===== src/hdl/c3rm_pkg.sv =====
// c3rm_pkg: shared constants, types and register codes of the 3x3 convolution,
// ReLU and 2x2 max-pool block.
// No dependencies.
package c3rm_pkg;

    localparam int IMAGE_WIDTH  = 28;
    localparam int IMAGE_HEIGHT = 28;
    localparam int KERNEL_SIZE  = 3;
    localparam int POOL_DIM     = 2;

    localparam int CONV_W = IMAGE_WIDTH - KERNEL_SIZE + 1;
    localparam int CONV_H = IMAGE_HEIGHT - KERNEL_SIZE + 1;
    localparam int POOL_W = CONV_W / POOL_DIM;
    localparam int POOL_H = CONV_H / POOL_DIM;

    localparam int PIX_W     = 8;
    localparam int TAP_W     = 16;
    localparam int KROW_W    = KERNEL_SIZE * TAP_W;
    localparam int VAL_W     = 27;
    localparam int PROD_W    = PIX_W + TAP_W + 1;
    localparam int ROW_W     = PROD_W + 2;
    localparam int SUM_W     = ROW_W + 2;
    localparam int COL_W     = $clog2(IMAGE_WIDTH);
    localparam int ROW_CNT_W = $clog2(IMAGE_HEIGHT);
    localparam int PI_W      = (POOL_H > 1) ? $clog2(POOL_H) : 1;
    localparam int PJ_W      = (POOL_W > 1) ? $clog2(POOL_W) : 1;

    localparam int OUT_IDX_W  = 4;
    localparam int OUT_DATA_W = ((VAL_W + 2 * OUT_IDX_W + 7) / 8) * 8;
    localparam int OUT_PAD_W  = OUT_DATA_W - VAL_W - 2 * OUT_IDX_W;
    localparam int CFG_IDX_W  = 2;
    localparam int CFG_DATA_W = KROW_W;
    localparam int STAGES     = 5;

    localparam logic [CFG_IDX_W-1:0] REG_KERNEL_TOP    = 2'd0;
    localparam logic [CFG_IDX_W-1:0] REG_KERNEL_MID    = 2'd1;
    localparam logic [CFG_IDX_W-1:0] REG_KERNEL_BOTTOM = 2'd2;

    typedef logic [PIX_W-1:0] pixel_t;
    typedef logic [VAL_W-1:0] val_t;
    // [0] = older row, [1] = newer row
    typedef logic [KERNEL_SIZE-2:0][PIX_W-1:0] line_t;
    // [row][column], column KERNEL_SIZE-1 is the newest
    typedef logic [KERNEL_SIZE-1:0][KERNEL_SIZE-1:0][PIX_W-1:0] window_t;
    typedef logic [KERNEL_SIZE-1:0][KROW_W-1:0] kernel_t;

    typedef struct packed {
        logic            conv_en;
        logic            dj_first;
        logic            pool_en;
        logic            di_first;
        logic            emit;
        logic            last;
        logic [PI_W-1:0] pi;
        logic [PJ_W-1:0] pj;
    } meta_t;

    typedef struct packed {
        logic en;
        logic load;
        logic s1_live;
    } ctrl_t;

endpackage


===== src/hdl/c3rm_window.sv =====
// c3rm_window: line memory of the two previous rows and the 3x3 window registers.
// Depends on c3rm_pkg.
module c3rm_window
    import c3rm_pkg::*;
(
    input  logic             clk,
    input  logic             rst_n,
    input  ctrl_t            ctrl,
    input  pixel_t           px,
    input  logic [COL_W-1:0] col,
    output window_t          win
);

    line_t            line_mem [IMAGE_WIDTH];
    line_t            rd_reg;
    line_t            fwd_data_reg;
    logic             fwd_reg;
    pixel_t           px_reg;
    logic [COL_W-1:0] col_reg;
    window_t          win_reg;
    line_t            old_line;
    line_t            wr_line;

    always_comb
    begin
        old_line   = fwd_reg ? fwd_data_reg : rd_reg;
        wr_line[0] = old_line[1];
        wr_line[1] = px_reg;
    end

    always_ff @(posedge clk)
    begin
        if (ctrl.load)
        begin
            rd_reg       <= line_mem[col];
            px_reg       <= px;
            col_reg      <= col;
            fwd_data_reg <= wr_line;
        end
        if (ctrl.en && ctrl.s1_live)
        begin
            line_mem[col_reg] <= wr_line;
        end
    end

    // same column written back while it is read: take the write data
    always_ff @(posedge clk or negedge rst_n)
    begin
        if (!rst_n)
        begin
            fwd_reg <= 1'b0;
        end
        else if (ctrl.load)
        begin
            fwd_reg <= ctrl.s1_live && (col_reg == col);
        end
    end

    always_ff @(posedge clk or negedge rst_n)
    begin
        if (!rst_n)
        begin
            win_reg <= '0;
        end
        else if (ctrl.en && ctrl.s1_live)
        begin
            for (int m = 0; m < KERNEL_SIZE; m++)
            begin
                for (int n = 0; n < KERNEL_SIZE - 1; n++)
                begin
                    win_reg[m][n] <= win_reg[m][n+1];
                end
            end
            win_reg[0][KERNEL_SIZE-1] <= old_line[0];
            win_reg[1][KERNEL_SIZE-1] <= old_line[1];
            win_reg[2][KERNEL_SIZE-1] <= px_reg;
        end
    end

    assign win = win_reg;

endmodule


===== config.mk =====
export PLATFORM = sky130hd
export DESIGN_NAME = c3rm_window
export DESIGN_NICKNAME = d
export VERILOG_FILES = /design/src/hdl/c3rm_pkg.sv /design/src/hdl/c3rm_window.sv
export SDC_FILE = /design/constraint.sdc
export NUM_CORES = 1
export LEC_CHECK = 0
export BUFFER_PORTS_ARGS = -buffer_cell sky130_fd_sc_hd__buf_2
export CORE_ASPECT_RATIO = 1.5
export CORE_MARGIN = 8
export CORE_UTILIZATION = 30
export DETAILED_ROUTE_END_ITERATION = 8
export PLACE_DENSITY = 0.5
export SYNTH_ARGS = -nofsm -noshare
export SYNTH_HDL_FRONTEND = slang
export SYNTH_SLANG_ARGS = --single-unit

===== constraint.sdc =====
create_clock -name clk -period 3.76 [get_ports clk]
set_input_delay 0.752 -clock clk [delete_from_list [all_inputs] [get_ports clk]]
set_output_delay 0.752 -clock clk [all_outputs]
set_load 0.05 [all_outputs]

After elaboration in Yosys (flattened, before gate mapping)
Memories as Yosys holds them, arrays and structs flattened. A register that Yosys moved wholly into a read port is not among the register bits.
Index checks and enable logic that the tools add are counted.

word-level totals
  register bits after elaboration = 102
  RAM bits = 448
  bits of input ports = 18
  output and inout port bits = 72
  word-level logic and storage cells = 21
  memories = 1

cells by class
  eq/ne operators = 1
  multiplexer cells = 3
  reduce and logical (&&, ||, !) cells = 2

memory list
  name      depth  width  read ports  clocked after Yosys merged registers in  write ports  RTL line           RTL
  line_mem  28     16     1           1                                        1            c3rm_window.sv:14  line_t line_mem [IMAGE_WIDTH];

operators by type and width
  cell               count
  $mux 16            1
  $eq 5x5->1         1
  $logic_and 1x1->1  2
  $mux 1             2

Logic depth before layout (Yosys ltp)
  depth in word-level cells = 3
  depth in mapped cells = 8
  gate-level depth less buffers = 4

Worst setup path after synthesis
Ideal clock, no wire load.

  path type = input port to flip-flop
  from = in ctrl[0] (netlist bit)
  to = mem line_mem[0][0] (netlist bit), enable pin
  library setup time = 0.388 ns
  data arrival time = 2.076 ns
  required time = 3.372 ns
  path slack = 1.296 ns
  stages = 4
  buffers on the path = 1
  cells stage by stage = nand2_1 or3_1 clkbuf_1 nor2_1

on the way
  word-level cells in the longest chain between the ends = 3

ends and longest elaborated chain
  element                       RTL line           RTL
  start: declaration            c3rm_window.sv:8   input ctrl_t ctrl,
  $logic_and 1x1->1             c3rm_window.sv:40  if (ctrl.en && ctrl.s1_live)
  $mux 1                        c3rm_window.sv:40
  $mux 1 (implied by the code)  c3rm_window.sv:42  line_mem[col_reg] <= wr_line;
  end: declaration              c3rm_window.sv:14

Every way passes these cells.

==> flow_summary.toml <==
[outcome]
outcome = "complete, no violations"

[synth]
avgSynthCellArea_um2 = 19.0
ys_seq_area_frac = 0.764
synth.most_common_cell = "edfxtp_1"
synth_edf_count = 493
yosys.area.top_type = "edfxtp_1"
synth.top_cells.by_area = "edfxtp_1 68%, dfrtp_1 8.4%, mux2i_1 6.4%"
syn-cell-area_um2 = 21800
async_flop_share = 0.129
syn-num-nets = 1166
synth_top_family_by_area = "multiplexers"
synth_warnings = 0
synth_seq_cells = 566
synthAdderAreaFrac = 0
synth_xor_xnor_area_share = 0.00201
synth_top_area_share = 0.680
synthMuxAreaShare = 0.149
synth_common_cells = "493 x edfxtp_1, 140 x mux2i_1, 73 x dfrtp_1"
syn_inst = 1148
synth_compound_area_frac = 0.0309
synthSimpleGateAreaFrac = 0.0331
ys.flop_type = "edfxtp_1"
synth_cell_types = 38

[critical_path]
critPathMaxStageDelay_ps = 430
setup.worst_path.start_class = "input port"
cp_cell_sequence = "buf_8 > buf_12 > buf_4 > mux2i_1 > a22oi_1 > nand3_1 > nand4_1"
cp_num_buf_inv = 3
arrival_ps = 2740
cp_slowest_cell = "buf_4"
crit_path_end_kind = "register"
crit_path_max_fanout = 53
critPathKind = "in2reg"
required_ps = 4090
cp_top_family = "buffers and inverters"

[sta]
drv_slew = 0
grt_setup_unrepaired = "no"
min_period_over_period = 0.640
finalSetupTns_ps = 0
fin_skew_ps = 10.5
fmax_ghz = 0.416
setup_slack_ps = 1350
worst_pin_slew_ps = 1250
relSlewSlack = 0.170
setup_violations = 0
min_period_ps = 2410
final_hold_viol_count = 0

[clocking]
htreeDepth = 2
cts_hold_buf = 0
cts_tree = "yes"
cts_inserted_buffers = 53
cts_root_buf = "clkbuf_16"
clock-sinks = 566
clk-insertion-delay-late_ps = 610
clockBufferDepth = 3
post_cts_resized = 0
cts_setup_buffers = 0
path_clk_slew_ps = 60

[floorplan]
core_um2 = 72200
die_area_um2 = 81600
die_y_um = 346
start_util = 0.301
rows = 121
die_w_um = 236
io_pins = 90

[final_layout]
final_layout_size_suffix_gt1_frac = 0.261
area_delta_synth_final_pct = 15.0
finish.net_count = 1307
stdcell_count = 2256
largest_register_ff_count = 448

[global_routing]
track_usage = 0.131
grt_pass1_wl_um = 79300
grt_max_degree = 57
grt.overflow.total = 0
first_global_vias = 11531
antenna_found_initial = 4

[drt]
drt_first_pass_iters = 5
viasPerCell = 4.76
vias = 10734
drt_iter0_markers = 785
post-route-drc-count = 0
ant_nets = 0
wl_per_cell_um = 23.8
drt-total-wl_um = 53700

[placement]
port_buffers = 89
placed_cells = 2156
dp_hpwl_um = 34200
dp_slack_ps = 700
routabilityCongestion = 0.828

[power_and_ir_drop]
leakagePower_nw = 8.65
powerDensity_nw_per_um2 = 566
ir_worst_vdd_mv = 0.282

[job]
cap_violations = 0

[worst_hold_path]
hp-class = "in2async"
-- cell type report --
cell class,instances,area (um^2)
fillers,6737,47200
flip-flops and latches,566,16600
multi-input cells,519,4700
clock buffers,72,1450
well taps,922,1150
repair buffers,147,918
clock inverters,27,164
inverters,2,7.51
diodes,1,2.50
-- stage by stage --
| step | power (mW) | instance area (um^2) | hold slack, ps | util |
|---|---|---|---|---|
| finish | 14.2 | 25000 | 225 | 0.347 |
| global placement | 9.25 | 23400 | 481 | 0.324 |
| global route | 14.7 | 25000 | 274 | 0.347 |
| floorplan | 8.70 | 21800 | 456 | - |
| CTS | 14.4 | 25000 | 230 | 0.347 |
| detailed placement | 9.27 | 23400 | 488 | 0.324 |
-- worst register-to-register path: cells and delay by family (launching register included) --
kind	cells	cell delay, ps
multiplexers	2	1100
flip-flops	1	880
-- final timing paths --
path / start / end / slack, ps / cells past startpoint
setup / recovery: col[0] / rd_reg[7] / 1350 / 7
hold / removal: rst_n / win[58] / 230 / 1
setup reg to reg: fwd_reg / win[42] / 1660 / 2
hold reg to reg: win[30] / win[30] / 500 / 1
max in group asynchronous: rst_n / win[4] / 2750 / 2
min in group clk: px[4] / px_reg[4] / 320 / 1
-- routing by layer --
layer  up-vias  share of wire  GRT usage
li1       4839              -          -
met1      5602           0.37      0.140
met2       197           0.55      0.250
met3        90          0.037     0.0231
met4         6          0.039     0.0530
met5         -        0.00084          0
-- cells in the final DEF (no fill, tap or decap), drive strengths merged, types with 4 or more instances in the layout --
master / count
o22ai: 10
nand3: 31
mux2i: 140
mux2: 72
mux4: 46
nand2: 57
clkbuf: 72
nand2b: 4
nor2: 33
nand4: 12
xnor2: 5
o21ai: 11
a21oi: 33
nand3b: 4
nor2b: 4
clkinv: 23
a211oi: 6
a22oi: 30
edfxtp: 493
dfrtp: 73
buf: 147
-- cell families after synthesis --
kind of cell,after synthesis
buffers and inverters,63
DFF,566
muxes,258
and+or+nand+nor,154
AOI/OAI and AO/OA,102
xor gates and xnor gates,5
-- where the power goes --
| part | total [mW] | internal (mW) | switching [mW] | leakage [nW] |
|---|---|---|---|---|
| clock | 5.08 | 2.77 | 2.31 | 0.790 |
| combinational | 1.73 | 0.464 | 1.26 | 2.51 |
| sequential | 7.37 | 7.16 | 0.202 | 5.35 |
| total | 14.2 | 10.4 | 3.77 | 8.65 |
Note: power is estimated with default switching activity, not from simulation.
