<file path="src/hdl/c3rm_pkg.sv">
// c3rm_pkg: shared constants, types and register codes of the 3x3 convolution,
// ReLU and 2x2 max-pool block.
// No dependencies.
package c3rm_pkg;

    localparam int IMAGE_WIDTH  = 28;
    localparam int IMAGE_HEIGHT = 28;
    localparam int KERNEL_SIZE  = 3;
    localparam int POOL_DIM     = 2;

    localparam int CONV_W = IMAGE_WIDTH - KERNEL_SIZE + 1;
    localparam int CONV_H = IMAGE_HEIGHT - KERNEL_SIZE + 1;
    localparam int POOL_W = CONV_W / POOL_DIM;
    localparam int POOL_H = CONV_H / POOL_DIM;

    localparam int PIX_W     = 8;
    localparam int TAP_W     = 16;
    localparam int KROW_W    = KERNEL_SIZE * TAP_W;
    localparam int VAL_W     = 27;
    localparam int PROD_W    = PIX_W + TAP_W + 1;
    localparam int ROW_W     = PROD_W + 2;
    localparam int SUM_W     = ROW_W + 2;
    localparam int COL_W     = $clog2(IMAGE_WIDTH);
    localparam int ROW_CNT_W = $clog2(IMAGE_HEIGHT);
    localparam int PI_W      = (POOL_H > 1) ? $clog2(POOL_H) : 1;
    localparam int PJ_W      = (POOL_W > 1) ? $clog2(POOL_W) : 1;

    localparam int OUT_IDX_W  = 4;
    localparam int OUT_DATA_W = ((VAL_W + 2 * OUT_IDX_W + 7) / 8) * 8;
    localparam int OUT_PAD_W  = OUT_DATA_W - VAL_W - 2 * OUT_IDX_W;
    localparam int CFG_IDX_W  = 2;
    localparam int CFG_DATA_W = KROW_W;
    localparam int STAGES     = 5;

    localparam logic [CFG_IDX_W-1:0] REG_KERNEL_TOP    = 2'd0;
    localparam logic [CFG_IDX_W-1:0] REG_KERNEL_MID    = 2'd1;
    localparam logic [CFG_IDX_W-1:0] REG_KERNEL_BOTTOM = 2'd2;

    typedef logic [PIX_W-1:0] pixel_t;
    typedef logic [VAL_W-1:0] val_t;
    // [0] = older row, [1] = newer row
    typedef logic [KERNEL_SIZE-2:0][PIX_W-1:0] line_t;
    // [row][column], column KERNEL_SIZE-1 is the newest
    typedef logic [KERNEL_SIZE-1:0][KERNEL_SIZE-1:0][PIX_W-1:0] window_t;
    typedef logic [KERNEL_SIZE-1:0][KROW_W-1:0] kernel_t;

    typedef struct packed {
        logic            conv_en;
        logic            dj_first;
        logic            pool_en;
        logic            di_first;
        logic            emit;
        logic            last;
        logic [PI_W-1:0] pi;
        logic [PJ_W-1:0] pj;
    } meta_t;

    typedef struct packed {
        logic en;
        logic load;
        logic s1_live;
    } ctrl_t;

endpackage

</file>
<file path="src/hdl/c3rm_mac.sv">
// c3rm_mac: nine-tap multiply, two-level adder and ReLU.
// Depends on c3rm_pkg.
module c3rm_mac
    import c3rm_pkg::*;
(
    input  logic    clk,
    input  logic    en,
    input  kernel_t kernel,
    input  window_t win,
    output val_t    val
);

    logic signed [PROD_W-1:0] prod_next [KERNEL_SIZE][KERNEL_SIZE];
    logic signed [PROD_W-1:0] prod_reg  [KERNEL_SIZE][KERNEL_SIZE];
    logic signed [ROW_W-1:0]  row_next  [KERNEL_SIZE];
    logic signed [ROW_W-1:0]  row_reg   [KERNEL_SIZE];
    logic signed [SUM_W-1:0]  sum;

    always_comb
    begin
        for (int m = 0; m < KERNEL_SIZE; m++)
        begin
            for (int n = 0; n < KERNEL_SIZE; n++)
            begin
                prod_next[m][n] = $signed({1'b0, win[m][n]})
                                * $signed(kernel[m][n*TAP_W +: TAP_W]);
            end
        end
    end

    always_comb
    begin
        for (int m = 0; m < KERNEL_SIZE; m++)
        begin
            row_next[m] = '0;
            for (int n = 0; n < KERNEL_SIZE; n++)
            begin
                row_next[m] = row_next[m] + ROW_W'(prod_reg[m][n]);
            end
        end
    end

    always_comb
    begin
        sum = '0;
        for (int m = 0; m < KERNEL_SIZE; m++)
        begin
            sum = sum + SUM_W'(row_reg[m]);
        end
        val = (sum > 0) ? VAL_W'(sum) : '0;
    end

    always_ff @(posedge clk)
    begin
        if (en)
        begin
            prod_reg <= prod_next;
            row_reg  <= row_next;
        end
    end

endmodule
</file>
<file path="config.mk">
export PLATFORM = sky130hd
export DESIGN_NAME = c3rm_mac
export DESIGN_NICKNAME = d
export VERILOG_FILES = /design/src/hdl/c3rm_pkg.sv /design/src/hdl/c3rm_mac.sv
export SDC_FILE = /design/constraint.sdc
export NUM_CORES = 2
export LEC_CHECK = 0
export ABC_AREA = 1
export BUFFER_PORTS_ARGS = -buffer_cell sky130_fd_sc_hd__buf_4
export CAP_MARGIN = 20
export CORE_MARGIN = 5
export CORE_UTILIZATION = 45
export CTS_CLUSTER_DIAMETER = 50
export DETAILED_ROUTE_END_ITERATION = 8
export GPL_TIMING_DRIVEN = 0
export PLACE_DENSITY = 0.72
export SYNTH_ARGS = -nofsm -noshare
export SYNTH_HDL_FRONTEND = slang
export SYNTH_SLANG_ARGS = --single-unit
</file>
<file path="constraint.sdc">
create_clock -name clk -period 17.25 [get_ports clk]
set_clock_uncertainty 0.15 [all_clocks]
set_input_delay 3.45 -clock clk [delete_from_list [all_inputs] [get_ports clk]]
set_output_delay 3.45 -clock clk [all_outputs]
set_load 0.005 [all_outputs]
</file>
# Word level (Yosys, flattened, before mapping)
# Cells that the tools add are included.
# classes
mux,1
magnitude_cmp,1
add_sub_neg,8
multipliers,9
# ops
cell,count
multiplier 9 x 16 -> 25 bit,9
adder 26 x 25 -> 27 bit,3
adder 25 x 25 -> 26 bit,3
adder 28 x 27 -> 29 bit,1
> comparator 29 x 1 -> 1 bit (second input constant),1
adder 27 x 27 -> 28 bit,1
two-way mux 27 bit,1
# totals
elab_cells,31
register_bits,306
in_bits,218

# Logic depth before layout (Yosys ltp)
# depth
word_depth,4
ltp_mapped,24

# Worst setup path before layout
# OpenSTA, ideal clock, no wires.
# synth_path
path_kind,input -> register
from,in win[64] in the netlist's numbering
to,reg prod_reg[21] in the netlist's numbering (data pin)
arrival_ns,7.603
path_stages,20
setup_ns,0.259
setup_slack_ns,9.238
cell_sequence,clkbuf_1 > clkbuf_1 > nand2_1 > fa_1 > inv_1 > fa_1 > fa_1 > inv_1 > fa_1 > inv_1 > ha_1 > a21oi_1 > o21ai_0 > a21oi_1 > inv_1 > a21oi_1 > o21bai_1 > nand3_1 > nand2_1 > xor2_1
# synth_rtl
element,line_no,source
from (decl),c3rm_mac.sv:9,"input window_t win,"
to (signal assigned),c3rm_mac.sv:57,prod_reg <= prod_next;
to (decl),c3rm_mac.sv:14,logic signed [PROD_W-1:0] prod_reg [KERNEL_SIZE][KERNEL_SIZE];

==> impl_metrics.env <==
export IMPL_synth_warning_count=0
export IMPL_worst_slew_pin_slew_ns=0.810
export IMPL_gp_routability_congestion=0.910
export IMPL_tritoncts_clock_tree="done"
export IMPL_cpLargestDelayFamily="adder cells"
export IMPL_hold_buffers=0
export IMPL_placement_rows=134
export IMPL_layout_min_cycle_time_ns=8.42
export IMPL_drv_cap=0
export IMPL_dp_cells=9213
export IMPL_setup_ws_ns=8.83
export IMPL_yosysSeqAreaShare=0.152
export IMPL_final_fill_count=12750
export IMPL_timing_final_hold_violations=0
export IMPL_final_design_area_no_fill_sq_mm=0.0642
export IMPL_synth_top_area_cell="fa_1"
export IMPL_die_ht_um=376
export IMPL_ys_seq_elements=306
export IMPL_hp_class="register to register"
export IMPL_ys_types=39
export IMPL_drive_above_1_share=0.0190
export IMPL_first_iter_violations=2766
export IMPL_firstDrtPassIters=6
export IMPL_routed_via_density=4.91
export IMPL_syn_mean_instance_area_sq_um=8.14
export IMPL_count_of_flip_flops_with_a_built_in_enable_after_synthesis=306
export IMPL_cts_root_buffer_cell="clkbuf_16"
export IMPL_congestion_overflow_gr=0
export IMPL_critical_path_stages=20
export IMPL_cp_arrival_ns=8.64
export IMPL_result_of_the_run="finished clean"
export IMPL_synthesis_area_sq_mm=0.0603
export IMPL_largest_register_ff_count=225
export IMPL_layout_nets=9281
export IMPL_dp_hpwl_um=123000
export IMPL_setup_worst_path_start_class="input pin"
export IMPL_maxSlewViolCount=0
export IMPL_ys_dominant_reg_cell="edfxtp_1"
export IMPL_global_route_wire_length_before_repair_um=238000
export IMPL_ctsResizeCount=0
export IMPL_core_area_sq_mm=0.133
export IMPL_cts_inserted_buffers=40
export IMPL_netlist_instances=7415
export IMPL_cp_buffers_inverters=6
export IMPL_design_portCount=245
export IMPL_period_share=0.488
export IMPL_gr_usage_all_layers=0.205
export IMPL_design_die_area_sq_mm=0.141
export IMPL_setup_worst_path_end_class="register"
export IMPL_synth_area_leaders="fa_1 34%, edfxtp_1 15%, inv_1 14%, ha_1 11%, nand2_1 11%"
export IMPL_timing_max_slew_rel_slack=0.460
export IMPL_clk_latency_ns=0.56
export IMPL_clock_fmax_ghz=0.119
export IMPL_die_width_um=376
export IMPL_crit_path_max_incr_delay_ns=0.55
export IMPL_rsz0062_at_grt="false"
export IMPL_clock_path_buffers=3
export IMPL_synth_async_sr_flop_share=0
export IMPL_routedWlPerCell_um=15.3
export IMPL_io_buffers=28
export IMPL_crit_slowest_cell="clkbuf_1"
export IMPL_postSynthNetCount=9209
export IMPL_number_of_global_route_vias_before_repair=47135
export IMPL_postRouteWirelength_um=143000
export IMPL_floorplan_initialDensity=0.453
export IMPL_worst_setup_hold_path_clk_slew_ns=0.06
export IMPL_hold_path_cell_count=2
export IMPL_timing_worst_setup_path_type="input pin to register"
export IMPL_rr_worst_depth=12
export IMPL_post_synth_top_area_fraction=0.340
export IMPL_ant_nets=0
export IMPL_critPathMaxFanout=10
export IMPL_postCtsSetupBuffers=0
export IMPL_areaGrowthSynthToFinish_pct=6.41
export IMPL_grt_antenna_before_repair=12
export IMPL_vias=45629
export IMPL_place_area_sq_mm=0.0628
export IMPL_clock_sinks=306
export IMPL_worst_ep_required_time_ns=17.47
export IMPL_dp_slack_ns=8.30
export IMPL_drc=0
export IMPL_timing_final_setup_violations=0
export IMPL_grt_start_max_net_pins=110
export IMPL_crit_chain="clkbuf_1 > clkbuf_1 > nand2_1 > fa_1 > fa_1 > inv_1 > fa_1 > inv_1 > fa_1 > inv_1 > ha_1 > a21oi_1 > o21ai_0 > a21oi_1 > inv_1 > a21oi_1 > o21bai_1 > nand3_1 > nand2_1 > xor2_1"
export IMPL_cts_htree_levels=2
export IMPL_final_std_cells_w_o_fill=9296
export IMPL_tns_ns=0
cell type report:
cell class                 instances  area, sq um  area share
sequential                       306         9190       0.143
antenna                           11         27.5    0.000429
tap                             1768         2210      0.0345
timing repair buffer              30          273     0.00425
inverter                        2228         8360       0.130
multi-input combinational       4591        41600       0.648
clock buffer                      45         1040      0.0162
clock inverter                    27          312     0.00485
buffer                           290         1150      0.0179
path summary, 6_finish.rpt:
kind	startpoint	end	slack (ns)
setup / recovery	win[67]	prod_reg[21]$_DFFE_PP_	8.83
hold / removal	prod_reg[1]$_DFFE_PP_	row_reg[1]$_DFFE_PP_	0.63
setup reg to reg	prod_reg[201]$_DFFE_PP_	row_reg[75]$_DFFE_PP_	13.72
hold reg to reg	prod_reg[1]$_DFFE_PP_	row_reg[1]$_DFFE_PP_	0.63
layout by cell type, fill, tap and decap left out, types with 14 or more instances in the layout:
| master | instances |
|---|---|
| nand2_1 | 1729 |
| clkbuf_16 | 41 |
| o21ai_0 | 129 |
| xor2_1 | 151 |
| a21boi_0 | 14 |
| nor2_1 | 198 |
| nor3_1 | 41 |
| o21a_1 | 16 |
| edfxtp_1 | 306 |
| buf_4 | 27 |
| inv_1 | 2228 |
| fa_1 | 1024 |
| ha_1 | 552 |
| a21o_1 | 28 |
| clkbuf_2 | 38 |
| nand3_1 | 129 |
| nand4_1 | 29 |
| xnor2_1 | 132 |
| a21oi_1 | 288 |
| clkbuf_1 | 254 |
| o21bai_1 | 25 |
| a31oi_1 | 28 |
| a211oi_1 | 15 |
tightest hold or removal path, stage by stage, from the launching register on:
cell	delay, ns
edfxtp_1	0.37
fa_1	0.18
ha_1	0.12
stage by stage:
step	util	hold WS, ns
2_1_floorplan	-	0.530
6_report	0.482	0.625
3_3_place_gp	0.471	0.612
4_1_cts	0.481	0.633
3_5_place_dp	0.471	0.598
5_1_grt	0.482	0.660
cells in the mapped netlist (all sizes together) (3+ instances only):
library cell,number
a211oi,15
a21boi,14
a21o,28
a21oi,288
a31oi,28
and2,7
clkbuf,288
edfxtp,306
fa,1024
ha,552
inv,2228
nand2,1731
nand3,129
nand3b,9
nand4,29
nor2,200
nor3,41
nor4,9
o2111ai,7
o211ai,9
o21a,16
o21ai,130
o21bai,25
o221ai,5
o31ai,3
xnor2,132
xor2,151
metal layers:
metal | vias to the layer above | global-route usage | wire length [um]
li1 | 21824 | - | -
met1 | 22399 | 0.283 | 62700
met2 | 1218 | 0.354 | 69800
met3 | 188 | 0.0194 | 7280
met4 | 0 | 0.0387 | 2870
met5 | - | 0 | 0
logic make-up after synthesis:
family,Yosys count,share of synthesized area
buffers and inverters,2518,0.158
adders and majority gates,1576,0.454
DFF,306,0.152
and+or+nand+nor,2157,0.140
AOI/OAI and AO/OA,575,0.0541
xor gates and xnor gates,283,0.0411
Power is not shown: default switching activity piles up to over one toggle a cycle in this logic, so the estimate is an artifact.
